`config.mk`:
```
export PLATFORM = sky130hd
export DESIGN_NAME = mgcs_merge
export DESIGN_NICKNAME = d
export VERILOG_FILES = /design/src/hw/rtl/mgcs_pkg.sv /design/src/hw/rtl/mgcs_merge.sv
export SDC_FILE = /design/constraint.sdc
export NUM_CORES = 1
export LEC_CHECK = 0
export BUFFER_PORTS_ARGS = -buffer_cell sky130_fd_sc_hd__buf_2
export CORE_AREA = 2 2 168 170
export CTS_CLUSTER_SIZE = 30
export DETAILED_ROUTE_END_ITERATION = 8
export DIE_AREA = 0 0 170 172
export GPL_ROUTABILITY_DRIVEN = 0
export PLACE_DENSITY_LB_ADDON = 0.15
export SYNTH_ARGS = -nofsm -noshare
export SYNTH_HDL_FRONTEND = slang
export SYNTH_SLANG_ARGS = --single-unit
```
`constraint.sdc`:
```
create_clock -name clock -period 7.09 [get_ports clock]
set_clock_uncertainty 0.2 [all_clocks]
set_input_delay 0.709 -clock clock [delete_from_list [all_inputs] [get_ports clock]]
set_output_delay 0.709 -clock clock [all_outputs]
set_load 0.03 [all_outputs]
```
`src/hw/rtl/mgcs_pkg.sv`:
```
package mgcs_pkg;

   // Field widths
   localparam int DataW     = 32;   // Q16.16 inputs, Q12.20 gains
   localparam int FracShift = 20;   // Q28.36 product down to Q28.16
   localparam int ProdW     = 2 * DataW - FracShift;
   localparam int DiffW     = DataW + 1;
   localparam int DeltaW    = ProdW + 5;
   localparam int CmdW      = 48;
   localparam int AppliedW  = 20;
   localparam int FrameW    = 5;
   localparam int MaxLanes  = 7;

   // Configuration port
   localparam int CsrIndexW = 4;
   localparam logic [CsrIndexW-1:0] RegReferenceGain = 4'd0;
   localparam logic [CsrIndexW-1:0] RegStateGain0    = 4'd1;

   // Limits
   localparam int DeltaLimit                 = 327680;   // 5.0 in Q16.16
   localparam logic [FrameW-1:0] SustainFrames = 5'd30;

   typedef logic signed [DataW-1:0]    data_type;
   typedef logic signed [ProdW-1:0]    prod_type;
   typedef logic signed [DiffW-1:0]    diff_type;
   typedef logic signed [DeltaW-1:0]   delta_type;
   typedef logic signed [CmdW-1:0]     cmd_type;
   typedef logic signed [AppliedW-1:0] applied_type;

   typedef enum logic [1:0] {
      SignNone = 2'b00,
      SignPos  = 2'b01,
      SignNeg  = 2'b11
   } sign_type;

endpackage

```
`src/hw/rtl/mgcs_merge.sv`:
```
module mgcs_merge #(
   parameter int NX = 7
) (
   input  logic                clock,
   input  logic                load,
   input  mgcs_pkg::prod_type  ref_product,
   input  mgcs_pkg::prod_type  lane_product [NX],
   input  mgcs_pkg::diff_type  dist_diff,
   output mgcs_pkg::delta_type delta
);
   import mgcs_pkg::*;

   localparam int TermN = MaxLanes + 2;

   delta_type terms [TermN];
   delta_type pair_sum [4];
   delta_type quad_sum [2];
   delta_type delta_in;
   delta_type delta_ff;

   // signed terms: +Kr*r, -(d - d_prev), -Kx_i*x_i; unused lanes add zero
   always_comb begin
      terms[0] = DeltaW'(ref_product);
      terms[1] = -DeltaW'(dist_diff);
      for (int i = 0; i < MaxLanes; i++) begin
         terms[i+2] = '0;
      end
      for (int i = 0; i < NX; i++) begin
         terms[i+2] = -DeltaW'(lane_product[i]);
      end
   end

   // balanced tree, four adders deep
   always_comb begin
      for (int i = 0; i < 4; i++) begin
         pair_sum[i] = terms[2*i] + terms[2*i+1];
      end
      quad_sum[0] = pair_sum[0] + pair_sum[1];
      quad_sum[1] = pair_sum[2] + pair_sum[3];
      delta_in    = (quad_sum[0] + quad_sum[1]) + terms[TermN-1];
   end

   always_ff @(posedge clock) begin
      if (load) begin
         delta_ff <= delta_in;
      end
   end

   assign delta = delta_ff;
endmodule

```
==> flow_summary.ini <==
[detailed_routing]
drt_iter0_markers = 255
vias_per_cell = 4.62
antenna_left = 0
first_pass_iters = 5
drc = 0
avgRoutedWirePerCell_microns = 13.2
routed_wl_microns = 27500
vias = 9615

[timing]
rsz0062_at_grt = false
clock.fmax_mhz = 178
min_period_over_period_pct = 79.3
setup_viol = 0
worstMarginPinSlew_ns = 1.15
slew_headroom_pct = 23.1
hold_viol = 0
tns_ns = 0
drv_slew = 0
fin_crit_ns = 5.62

[hold_path]
hold_path_class = input pin to flop
min-delay-start = ref_product[3]

[synth]
avgSynthCellArea_sq_um = 9.67
ys_types = 64
synth-main-ff-cell = edfxtp_1
ys_seq_area_share_pct = 11.6
synth_fp_nets = 2066
netlist_area_sq_mm = 0.0127
async_flop_share_pct = 0
syn_inst = 1315
ys_seq_elements = 49
synth_edf_count = 49
yosys_warnings = 0

[clock_network]
ctsHoldBuffers = 0
cts_made_buffers = 5
clkTransAtPathRegs_ns = 0.07
postCtsSetupRepairBufs = 0
cts_tree = built
clockBufferDepth = 2
postCtsResizedCells = 0
cts_sinks = 49
htreeDepth = 2
cts-root-buf = clkbuf_16

[final_layout]
fill_cells = 2570
antennaDiodeCount = 0
drive_gt1_share_pct = 26.5
area_growth_pct = 20.5
layout.nets = 2484
largest_register_ffs = 49

[global_route]
grt_pass1_vias = 10400
grt_max_degree = 50
grt_pass1_wl_microns = 46300
antenna_found_initial = 0
grt_overflow = 0
grt_usage_pct = 19.5

[critical_path]
critPathLaunchType = input pin
max_stage_delay_ns = 0.53
cp-startpoint = lane_product[245]
setup.worst_path.end_class = flop
crit_arrival_ns = 5.46
crit_type = input pin to flop
crit_required_ns = 6.93
crit_fanout = 7
cp_cell_sequence = buf_2, fa_1, inv_1, fa_1, fa_1, inv_1, fa_1, inv_1, ha_1, a21oi_1, o21ai_0, nor2_1, a22oi_1, nand3_2, o41ai_4, a21oi_2, nor3b_1, o22ai_1
crit_buf_inv = 4
crit_top_cell = fa_1
worst_path_max_delay_cell = fa_1
path_delay_family = adder cells

[place]
io_buffers = 435
post-dp-hpwl_microns = 25800

[floorplan]
core_region_area_sq_mm = 0.0275
row_count = 61
dieWidth_microns = 170
initial_utilization_pct = 46.3
io_pins = 436
die_height_microns = 172
die-area_sq_mm = 0.0292

[run_status]
outcome = finished, final reports clean

[run]
maxCapViolCount = 0
-- final cells by class --
| cell class | count | area [sq um] | area share (%) |
|---|---|---|---|
| clock inverter | 3 | 26.3 | 0.171 |
| inverter | 528 | 1980 | 12.9 |
| tap | 346 | 433 | 2.83 |
| clock buffer | 5 | 125 | 0.817 |
| sequential | 49 | 1470 | 9.60 |
| multi-input combinational | 714 | 9110 | 59.4 |
| timing repair buffer | 435 | 2180 | 14.2 |
-- final timing paths --
path,depth (start not counted),endpoint
setup / recovery,18,delta[48]
hold / removal,2,delta[0]
-- cell families (layout without fill, tap and decap cells) --
logic type	count (synthesis)	after routing	synth area share, %
buffers and inverters	552	971	16.8
adders and majority gates	364	364	54.2
AOI/OAI and AO/OA	165	165	8.81
and+or+nand+nor	139	139	5.44
DFF	49	49	11.6
xor gates and xnor gates	45	45	3.10
muxes	1	1	0.0787
-- cell usage after synthesis, types with 6 or more instances --
library cell    n  area share, %
inv_1         528             16
fa_1          311             49
ha_1           53            5.2
a21oi_1        51            2.0
edfxtp_1       49             12
nand2_1        42            1.2
nor2_1         33           0.97
a21o_1         30            1.8
xnor2_1        26            1.8
o21ai_0        21           0.83
xor2_1         19            1.3
nand4_1        16           0.79
buf_4          11           0.65
nand3_1        11           0.43
o21ai_1        11           0.43
nor3_1          9           0.35
o21bai_1        8           0.47
clkbuf_1        6           0.18
-- per-layer routing --
| metal | vias to the layer above | global-route usage, % | wire length, microns |
|---|---|---|---|
| li1 | 4636 | - | - |
| met1 | 4628 | 23.5 | 10800 |
| met5 | - | 0 | 0 |
| met3 | 34 | 2.11 | 1580 |
| met4 | 0 | 4.65 | 637 |
| met2 | 317 | 37.5 | 14500 |
-- through the flow --
step | instances | instance area, sq um | worst slack, ns | utilization, % | hold WS, ns
after floorplan | 1315 | 12700 | 1.87 | - | 0.621
after global placement | 2072 | 15200 | 1.11 | 55.2 | 0.951
after detailed placement | 2072 | 15200 | 1.14 | 55.2 | 0.944
after CTS | 2080 | 15300 | 1.43 | 55.8 | 0.642
after global routing | 2080 | 15300 | 1.18 | 55.8 | 0.654
final | 2080 | 15300 | 1.47 | 55.8 | 0.638
-- cells in the final DEF (no fill, tap or decap), types with 3 or more instances in the layout --
master,netlist,routed
o21ai_0,21,21
fa_1,311,311
nor2_1,33,33
nand4_1,16,16
ha_1,53,53
inv_1,528,528
xnor2_1,26,26
o21a_1,4,4
o31ai_1,3,3
clkbuf_16,0,5
a21o_1,30,30
nand2b_1,3,3
and3_1,4,4
nand2_1,42,42
a31oi_1,4,4
xor2_1,19,19
nor3_1,9,9
o21ai_1,11,11
nand3_1,11,11
a21oi_1,51,51
buf_2,3,435
a21oi_2,4,4
o21bai_1,8,8
nor2b_1,4,4
edfxtp_1,49,49
o211ai_1,4,4
Power is not shown: default switching activity piles up to over one toggle a cycle in this logic, so the estimate is an artifact.
