**src/hw/rtl/mgcs_pkg.sv**
```systemverilog
package mgcs_pkg;

   // Field widths
   localparam int DataW     = 32;   // Q16.16 inputs, Q12.20 gains
   localparam int FracShift = 20;   // Q28.36 product down to Q28.16
   localparam int ProdW     = 2 * DataW - FracShift;
   localparam int DiffW     = DataW + 1;
   localparam int DeltaW    = ProdW + 5;
   localparam int CmdW      = 48;
   localparam int AppliedW  = 20;
   localparam int FrameW    = 5;
   localparam int MaxLanes  = 7;

   // Configuration port
   localparam int CsrIndexW = 4;
   localparam logic [CsrIndexW-1:0] RegReferenceGain = 4'd0;
   localparam logic [CsrIndexW-1:0] RegStateGain0    = 4'd1;

   // Limits
   localparam int DeltaLimit                 = 327680;   // 5.0 in Q16.16
   localparam logic [FrameW-1:0] SustainFrames = 5'd30;

   typedef logic signed [DataW-1:0]    data_type;
   typedef logic signed [ProdW-1:0]    prod_type;
   typedef logic signed [DiffW-1:0]    diff_type;
   typedef logic signed [DeltaW-1:0]   delta_type;
   typedef logic signed [CmdW-1:0]     cmd_type;
   typedef logic signed [AppliedW-1:0] applied_type;

   typedef enum logic [1:0] {
      SignNone = 2'b00,
      SignPos  = 2'b01,
      SignNeg  = 2'b11
   } sign_type;

endpackage

```
**src/hw/rtl/mgcs_lane.sv**
```systemverilog
module mgcs_lane (
   input  logic               clock,
   input  logic               load,
   input  mgcs_pkg::data_type gain,
   input  mgcs_pkg::data_type operand,
   output mgcs_pkg::prod_type product
);
   import mgcs_pkg::*;

   logic signed [2*DataW-1:0] full_product;
   prod_type                  product_ff;

   // Q12.20 x Q16.16, floor shift by dropping the low fraction bits
   assign full_product = gain * operand;

   always_ff @(posedge clock) begin
      if (load) begin
         product_ff <= full_product[2*DataW-1:FracShift];
      end
   end

   assign product = product_ff;
endmodule

```
**config.mk**
```make
export PLATFORM = sky130hd
export DESIGN_NAME = mgcs_lane
export DESIGN_NICKNAME = d
export VERILOG_FILES = /design/src/hw/rtl/mgcs_pkg.sv /design/src/hw/rtl/mgcs_lane.sv
export SDC_FILE = /design/constraint.sdc
export NUM_CORES = 2
export LEC_CHECK = 0
export BUFFER_PORTS_ARGS = -buffer_cell sky130_fd_sc_hd__buf_2
export CORE_MARGIN = 2
export CORE_UTILIZATION = 48
export DETAILED_ROUTE_END_ITERATION = 8
export PLACE_DENSITY = 0.79
export SLEW_MARGIN = 0
export SYNTH_ARGS = -nofsm -noshare
export SYNTH_HDL_FRONTEND = slang
export SYNTH_SLANG_ARGS = --single-unit
```
**constraint.sdc**
```tcl
create_clock -name clock -period 7.3 [get_ports clock]
set_input_delay 0.365 -clock clock [delete_from_list [all_inputs] [get_ports clock]]
set_output_delay 0.365 -clock clock [all_outputs]
set_load 0.02 [all_outputs]
```
==> summary.txt <==
Synthesis
  • YS warnings: 0
  • Syn nets: 5117
  • FF+latch count, synth: 44
  • Post-synthesis sequential area ratio: 3.602%
  • Main area contributors after synthesis: fa_1 (59%), inv_1 (9.9%), and2_1 (8.7%)
  • Ys async rst share: 0%
  • Post-synth top area share: 58.99%
  • Synth unique cells: 55
  • Top_reg_cell synth: edfxtp_1
  • Leading area contributor after synthesis: fa_1
  • Mean area per synthesized cell: 9.679 um^2
  • Synth Cell Area: 36680 um^2
  • Syn Inst Count: 3790
  • Post-synth EDFFs: 44

Floorplanning
  • I/O pin count: 110
  • Placeable Area: 75820 um^2
  • Full die area: 78650 um^2
  • Die W: 280.4 um
  • Std cell rows: 101
  • Initial core utilization: 48.38%
  • Die height: 280.4 um

GRT
  • Pin count of the biggest net entering global routing: 45
  • Initial antenna violation count: 6
  • Vias in the first global route: 30610
  • Total congestion overflow: 0
  • Tot GR Track Use: 25.79%
  • First-pass GRT wire length: 157200 um

Cells and area
  • Number of fill cells: 6066
  • # nets final: 5435
  • Finished Layout Cells: 5090
  • Multi-input gate area: 31500 um^2
  • Register area: 1321 um^2
  • Share of post-route cells with drive strength above 1: 15.55%
  • Synthesis-to-finish area growth: 15.92%
  • Max reg flops: 44

STA
  • Max-Slew Margin vs Limit: 48.22%
  • Hold slack: 0.7188 ns
  • RSZ-0062 raised after global routing: yes
  • Min Tclk post-route: 7.296 ns
  • Max Freq: 0.1371 GHz
  • Final period util: 99.94%
  • Final Max Slew Viols: 0
  • Final number of hold-violating endpoints: 0
  • Worst slew pin tran: 0.7753 ns
  • Final setup vio count: 0

Clocking
  • Maximum root-to-sink buffer count: 2
  • CTS tree: done
  • CTS sink count: 44
  • CTS root buf: clkbuf_16
  • Clk slew on worst S/H paths: 0.08 ns
  • H-tree depth: 2
  • Num CTS Buffers: 5

Drt
  • Total Wirelength: 100000 um
  • Post-route DRC: 0
  • Post-route antenna net violation count: 0
  • Routed len/inst: 19.65 um
  • Via count: 27060
  • Drt first pass iters: 6
  • Vias/cell: 5.316
  • DRC violation total after the first TritonRoute iteration: 1998

Worst setup path
  • Crit path cell chain: clkbuf_4 -> buf_6 -> and2_1 -> fa_1 -> inv_1 -> fa_1 -> fa_1 -> fa_1 -> inv_1 -> fa_1 -> fa_1 -> fa_1 -> fa_1 -> ha_1 -> buf_4 -> nand4_1 -> nor3_4 -> nand4_1 -> a21oi_4 -> buf_12 -> o211ai_1 -> o21ba_2 -> o21a_1 -> xor2_1
  • Crit path max fanout: 12
  • Worst Setup End Kind: flip-flop
  • Cell with the most instances on the worst path: fa_1
  • Worst Path Arrival: 7.38 ns
  • Kind of critical path: primary input to flip-flop
  • Data required, critical path: 7.39 ns
  • Crit path largest cell delay: 0.60 ns
  • Startpoint Class: primary input
  • End point of the critical path: product[43]
  • CP startpoint: gain[30]
  • Slowest-stage cell, CP: fa_1

Flow run
  • Number of max-cap violations: 0

Place
  • Placed cell count: 5039
  • GPL Wtd Cong: 0.9383
  • DPL Wire Length: 84370 um
  • IO Port Bufs: 109

Worst hold path
  • Hold Crit Class: primary input to flip-flop

Status
  • Status: finished, final reports clean
[layer usage]
layer / track usage [%] / share of wire [%]
met1: 29.33 / 34
met2: 47.06 / 53
met3: 3.955 / 6.6
met4: 12.81 / 6.3
met5: 0 / 0.014
[placed cells by master (no fill, tap or decap), types with 4 or more instances in the layout]
cell type  instances
fa_1            1053
inv_1            945
nand2_1          502
and2_1           497
buf_4            331
ha_1             163
buf_2             53
buf_6             51
a21oi_1           45
edfxtp_1          44
nor2_1            43
buf_12            38
xnor2_1           36
fa_2              28
buf_8             23
xor2_1            21
inv_2             18
a21o_1            16
ha_4              15
o21ai_0           13
clkbuf_16         13
and2_4            12
nand4_1           12
nand2b_1          10
o21bai_1           9
o21a_1             7
nor3_1             7
nand3_1            6
o21ai_1            6
a211oi_1           6
a21oi_2            6
nand2_2            5
clkbuf_4           5
nand2_4            4
and3_1             4
[cell families (layout without fill, tap and decap cells)]
group           Yosys count  in the layout  share of synthesized area (%)
simple gates           1116           1116                          15.22
compound gates          149            149                          2.759
other cells               0              3                              0
fa+ha+maj              1261           1261                          65.13
buf+inv                1163           1482                          11.92
flops                    44             44                          3.602
xor+xnor                 57             57                          1.361
[what timing repair did]
action | CTS | global route
pin swaps | 15 | 85
setup endpoints to repair | 17 | 30
hold buffers | 0 | 0
buffers inserted | 6 | 28
gates cloned | 0 | 8
gates resized for setup | 65 | 251
[per-stage QoR]
step	setup slack [ns]	instance area (um^2)	setup TNS [ns]	util, %
2_1_floorplan	-0.04143	36730	-0.04143	-
6_report	0.004231	42520	0	56.08
3_5_place_dp	-0.8263	40810	-13.71	53.82
4_1_cts	0.004188	41260	0	54.42
5_1_grt	-0.2175	42520	-1.542	56.08
3_3_place_gp	-0.7415	40810	-10.94	53.82
[cells in the mapped netlist, types with 3 or more instances]
library cell / n
o21ba_2: 3
xnor2_1: 36
o211ai_1: 3
ha_1: 180
clkbuf_1: 190
and3_1: 6
a211oi_1: 8
and2_1: 510
nand2b_1: 10
o21ai_1: 3
nand3_1: 6
a211o_1: 3
nor2_1: 45
nand4_1: 12
o2111ai_1: 4
nand2_1: 511
a21o_1: 16
o21ai_0: 16
o21a_1: 7
fa_1: 1081
a31oi_1: 4
buf_1: 3
inv_1: 965
o21bai_1: 10
xor2_1: 21
a21oi_1: 52
edfxtp_1: 44
nor3_1: 8
[worst max-delay path: cells and delay by family]
family / cells / cell delay, ns
compound gates: 4 / 0.73
simple gates: 4 / 0.86
fa+ha+maj: 9 / 4.45
buf+inv: 6 / 0.83
xor+xnor: 1 / 0.13
[how the worst min path moves through the flow]
stage	slack, ns	endpoint	depth (start not counted)	from
final	0.72	product[30]	2	load
after global routing	0.75	product[33]	2	load
after CTS	0.73	product[34]	2	load
after detailed placement	0.81	product[2]	1	product[2]
after global placement	0.81	product[1]	1	product[1]
after floorplan	0.48	product[0]	0	load
[cell type report]
type	count	share of cell area [%]
Antenna cell	3	0.01765
Clock buffer	5	0.2942
Clock inverter	3	0.1089
Inverter	965	8.539
Multi-Input combinational cell	2583	74.08
Sequential cell	44	3.107
Tap cell	978	2.878
Timing Repair Buffer	509	10.98
Power is not shown: default switching activity piles up to over one toggle a cycle in this logic, so the estimate is an artifact.
