[config.mk]
export PLATFORM = sky130hd
export DESIGN_NAME = mgcs_step
export DESIGN_NICKNAME = d
export VERILOG_FILES = /design/src/hw/rtl/mgcs_pkg.sv /design/src/hw/rtl/mgcs_step.sv
export SDC_FILE = /design/constraint.sdc
export NUM_CORES = 1
export LEC_CHECK = 0
export BUFFER_PORTS_ARGS = -buffer_cell sky130_fd_sc_hd__buf_2
export CORE_MARGIN = 5
export CORE_UTILIZATION = 57
export DETAILED_ROUTE_END_ITERATION = 8
export PLACE_DENSITY_LB_ADDON = 0.2
export SLEW_MARGIN = 20
export SYNTH_ARGS = -nofsm -noshare
export SYNTH_HDL_FRONTEND = slang
export SYNTH_SLANG_ARGS = --single-unit
export TNS_END_PERCENT = 50
[constraint.sdc]
create_clock -name clock -period 7.06 [get_ports clock]
set_input_delay 2.118 -clock clock [delete_from_list [all_inputs] [get_ports clock]]
set_output_delay 2.118 -clock clock [all_outputs]
set_load 0.02 [all_outputs]
[src/hw/rtl/mgcs_pkg.sv]
package mgcs_pkg;

   // Field widths
   localparam int DataW     = 32;   // Q16.16 inputs, Q12.20 gains
   localparam int FracShift = 20;   // Q28.36 product down to Q28.16
   localparam int ProdW     = 2 * DataW - FracShift;
   localparam int DiffW     = DataW + 1;
   localparam int DeltaW    = ProdW + 5;
   localparam int CmdW      = 48;
   localparam int AppliedW  = 20;
   localparam int FrameW    = 5;
   localparam int MaxLanes  = 7;

   // Configuration port
   localparam int CsrIndexW = 4;
   localparam logic [CsrIndexW-1:0] RegReferenceGain = 4'd0;
   localparam logic [CsrIndexW-1:0] RegStateGain0    = 4'd1;

   // Limits
   localparam int DeltaLimit                 = 327680;   // 5.0 in Q16.16
   localparam logic [FrameW-1:0] SustainFrames = 5'd30;

   typedef logic signed [DataW-1:0]    data_type;
   typedef logic signed [ProdW-1:0]    prod_type;
   typedef logic signed [DiffW-1:0]    diff_type;
   typedef logic signed [DeltaW-1:0]   delta_type;
   typedef logic signed [CmdW-1:0]     cmd_type;
   typedef logic signed [AppliedW-1:0] applied_type;

   typedef enum logic [1:0] {
      SignNone = 2'b00,
      SignPos  = 2'b01,
      SignNeg  = 2'b11
   } sign_type;

endpackage

[src/hw/rtl/mgcs_step.sv]
module mgcs_step #(
   parameter int BACKLASH = 0
) (
   input  logic                  clock,
   input  logic                  reset,
   input  logic                  load,
   input  mgcs_pkg::delta_type   delta,
   output mgcs_pkg::cmd_type     command,
   output mgcs_pkg::applied_type applied_delta,
   output logic                  punch_fired
);
   import mgcs_pkg::*;

   localparam int NextW  = DeltaW + 1;
   localparam int BoostW = DeltaW + 1;
   localparam int SumW   = CmdW + 1;

   cmd_type          acc_ff, acc_in;
   applied_type      applied_ff, applied_in;
   logic             punch_ff, punch_in;
   sign_type         sign_ff, sign_in;
   logic [FrameW-1:0] frames_ff, frames_in;

   logic signed [NextW-1:0]  next_sum;
   logic signed [BoostW-1:0] boosted;
   logic signed [SumW-1:0]   acc_sum;
   sign_type                 next_sign;
   logic                     reversal;

   always_comb begin
      next_sum = NextW'(acc_ff) + NextW'(delta);
      if (next_sum > 0) begin
         next_sign = SignPos;
      end else if (next_sum < 0) begin
         next_sign = SignNeg;
      end else begin
         next_sign = SignNone;
      end

      reversal  = 1'b0;
      punch_in  = 1'b0;
      sign_in   = sign_ff;
      frames_in = frames_ff;
      boosted   = BoostW'(delta);

      if (BACKLASH > 0) begin
         reversal = (sign_ff != SignNone) && (next_sign != SignNone) &&
                    (next_sign != sign_ff);
         punch_in = reversal && (frames_ff >= SustainFrames);
         if (punch_in) begin
            if (next_sign == SignPos) begin
               boosted = BoostW'(delta) + BoostW'(BACKLASH);
            end else begin
               boosted = BoostW'(delta) - BoostW'(BACKLASH);
            end
         end
         if (reversal) begin
            frames_in = '0;
         end else if (next_sign != SignNone && frames_ff < SustainFrames) begin
            frames_in = frames_ff + 1'b1;
         end
         if (next_sign != SignNone) begin
            sign_in = next_sign;
         end
      end

      if (boosted > BoostW'(DeltaLimit)) begin
         applied_in = AppliedW'(DeltaLimit);
      end else if (boosted < -BoostW'(DeltaLimit)) begin
         applied_in = -AppliedW'(DeltaLimit);
      end else begin
         applied_in = boosted[AppliedW-1:0];
      end

      // saturate on signed overflow of the 48-bit accumulator
      acc_sum = SumW'(acc_ff) + SumW'(applied_in);
      if (acc_sum[SumW-1] != acc_sum[SumW-2]) begin
         acc_in = acc_sum[SumW-1] ? {1'b1, {(CmdW-1){1'b0}}} : {1'b0, {(CmdW-1){1'b1}}};
      end else begin
         acc_in = acc_sum[CmdW-1:0];
      end
   end

   always_ff @(posedge clock) begin
      if (reset) begin
         acc_ff    <= '0;
         sign_ff   <= SignNone;
         frames_ff <= '0;
         punch_ff  <= 1'b0;
      end else if (load) begin
         acc_ff    <= acc_in;
         sign_ff   <= sign_in;
         frames_ff <= frames_in;
         punch_ff  <= punch_in;
      end
   end

   always_ff @(posedge clock) begin
      if (load) begin
         applied_ff <= applied_in;
      end
   end

   assign command       = acc_ff;
   assign applied_delta = applied_ff;
   assign punch_fired   = punch_ff;
endmodule

==> results.ini <==
[run_status]
run_status=completed

[die]
num_rows=37
die_h_um=113.1
start_util=0.5865
die_w_um=113.1
die_area_um2=12780
io_pins=121
coreArea_um2=10320

[synth]
ys_ff_latch=68
syn-instance-count=776
netlist.top_cell.by_area=dfxtp_1
syn_avg_cell_area_um2=7.802
ys_top_cells_by_area=dfxtp_1, edfxtp_1, nand2_1
yosys_warnings=0
ys_seq_area_frac=0.2579
async_reset_ff_frac=0
synth.cells.most_frequent=nand2_1, nor2_1, a21oi_1
synth.most_common_cell=nand2_1
synth_area_um2=6055
synth_flop_cell=dfxtp_1
synth_top_area_frac=0.1587
ys_types=90
synth_fp_nets=848
synth_enable_flop_cells=20

[placement]
postPlaceCellArea_um2=6928
port_buffers=119
pre_cts_ws_ns=0.04654
dpl.cell_count=1018
dp_hpwl_um=15620
gp_routability_congestion=1.003

[clock_network]
clock_latency_ns=0.39
numCtsBuffers=9
root_buffer=clkbuf_8
cts_setup_buffers=0
cts.clk_slew.worst_paths_ns=0.09
cts_tree=yes
h-tree-depth=3
clk_path_buf_depth=2
hold_buffers=0
cts-resized-gates=0
clkSinkCount=68

[finish]
synthToLayoutAreaGrowth_pct=17.69
diodes=0
fin_util=0.6902
fin_area_um2=7126
drive_above_1_share=0.2617
fillerInstances=850
nNetsFinal=965
final_cell_count_no_fill=1034

[critical_path]
slowest_delay_ns=0.73
end_kind=flop
cp.required_ns=7.34
crit_buf_inv=2
crit_type=input port to flop
cp.arrival_ns=7.02
worstSetupStartpointType=input port
crit_family=compound AO/OA/AOI/OAI gates
crit_chain=buf_2, nor4_1, nand4_1, a21o_1, a211oi_1, nor2_1, nor2_1, buf_4, and2_1, ha_1, nor2b_1, o2111ai_1, nand4_1, a211oi_1, o31ai_1, a21boi_0, xnor2_1, o21ai_0, o221a_2
crit_slowest_cell=a211oi_1
crit_fanout=16

[sta]
finalSetupTns_ns=0
fin_skew_ns=0.01728
setup_viol=0
slew_viol_final=0
relSlewSlack=0.2975
max_freq_mhz=148.3
finalCritPeriodShare=0.9553
fin_ws_ns=0.3159
tightest_slew_ns=1.044
hold_ws_ns=0.5217
grt_setup_unrepaired=no
period_needed_ns=6.744
hold_viol=0

[detailed_routing]
via_count=6824
vias_per_cell=6.600
first_iter_violations=700
wl_um=21180
dr.pass1.iters=5
route.detailed.drc=0
wl_per_cell_um=20.48
ant_nets=0

[power_and_ir_drop]
peakVddDrop_v=0.0002767
p_leak_nw=2.917
p_per_area_nw_per_um2=404.6
power_mw=2.883

[global_routing]
grt_antenna_before_repair=0
grt_max_degree=68
grt_overflow=0
grt_pass1_wl_um=33650
grt_pass1_vias=6509
grt_usage=0.3275

[hold_path]
min_path_type=flop to flop

[job]
drv_cap=0

==> final cells by class <==
class,count,area (µm²),area share
sequential,68,1562,0.2191
clock buffer,9,123.9,0.01738
multi-input combinational,624,4138,0.5807
timing repair buffer,168,975.9,0.1370
inverter,22,82.58,0.01159
clock inverter,7,73.82,0.01036
tap,136,170.2,0.02388
==> worst paths after layout <==
| path | startpoint | endpoint | slack, ns | depth (start not counted) |
|---|---|---|---|---|
| setup / recovery | delta[3] | command[38]$_SDFFE_PP0P_ | 0.32 | 19 |
| hold / removal | command[3]$_SDFFE_PP0P_ | command[3]$_SDFFE_PP0P_ | 0.52 | 2 |
| setup reg to reg | command[0]$_SDFFE_PP0P_ | command[38]$_SDFFE_PP0P_ | 3.47 | 12 |
| hold reg to reg | command[3]$_SDFFE_PP0P_ | command[3]$_SDFFE_PP0P_ | 0.52 | 2 |
==> worst min-delay path, stage by stage (launching register included) <==
cell and delay, ns:
dfxtp_1 0.34, nor2_1 0.09, a211oi_1 0.05
==> power breakdown <==
group          total, mW  internal [mW]  switching [mW]  leakage, nW
clock              0.344          0.165           0.179        0.102
combinational       1.77          0.723            1.05         2.23
sequential         0.769          0.513           0.257        0.590
total               2.88           1.40            1.48         2.92
==> cells by family after synthesis <==
logic type      synth area share
buf+inv                  0.05973
xor+xnor                 0.04050
fa+ha+maj                0.04257
simple gates              0.2647
flops                     0.2579
compound gates            0.2870
other cells            0.0006194
mux                      0.04691
==> per-layer routing <==
layer / routed length [µm] / vias up / global-route usage
met2: 9906 / 366 / 0.5324
li1: - / 3182 / -
met5: 0 / - / 0
met3: 1739 / 73 / 0.06578
met4: 876 / 0 / 0.1595
met1: 8660 / 3203 / 0.4150
==> layout by cell type, fill, tap and decap left out, types with 20 or more instances in the layout <==
| cell type | netlist | routed |
|---|---|---|
| edfxtp_1 | 20 | 20 |
| nor2_1 | 71 | 71 |
| buf_4 | 5 | 48 |
| a31oi_1 | 26 | 25 |
| inv_1 | 21 | 21 |
| dfxtp_1 | 48 | 48 |
| nand4_1 | 25 | 25 |
| nand2_1 | 74 | 74 |
| o21ai_0 | 36 | 36 |
| buf_2 | 16 | 119 |
| nor4_1 | 20 | 20 |
| xnor2_1 | 24 | 24 |
| a21oi_1 | 51 | 51 |
==> registers in the layout, indices dropped and copies added (netlist names) <==
register and count:
command 48, applied_delta 20
No activity file was read; power rests on OpenSTA's default activity.
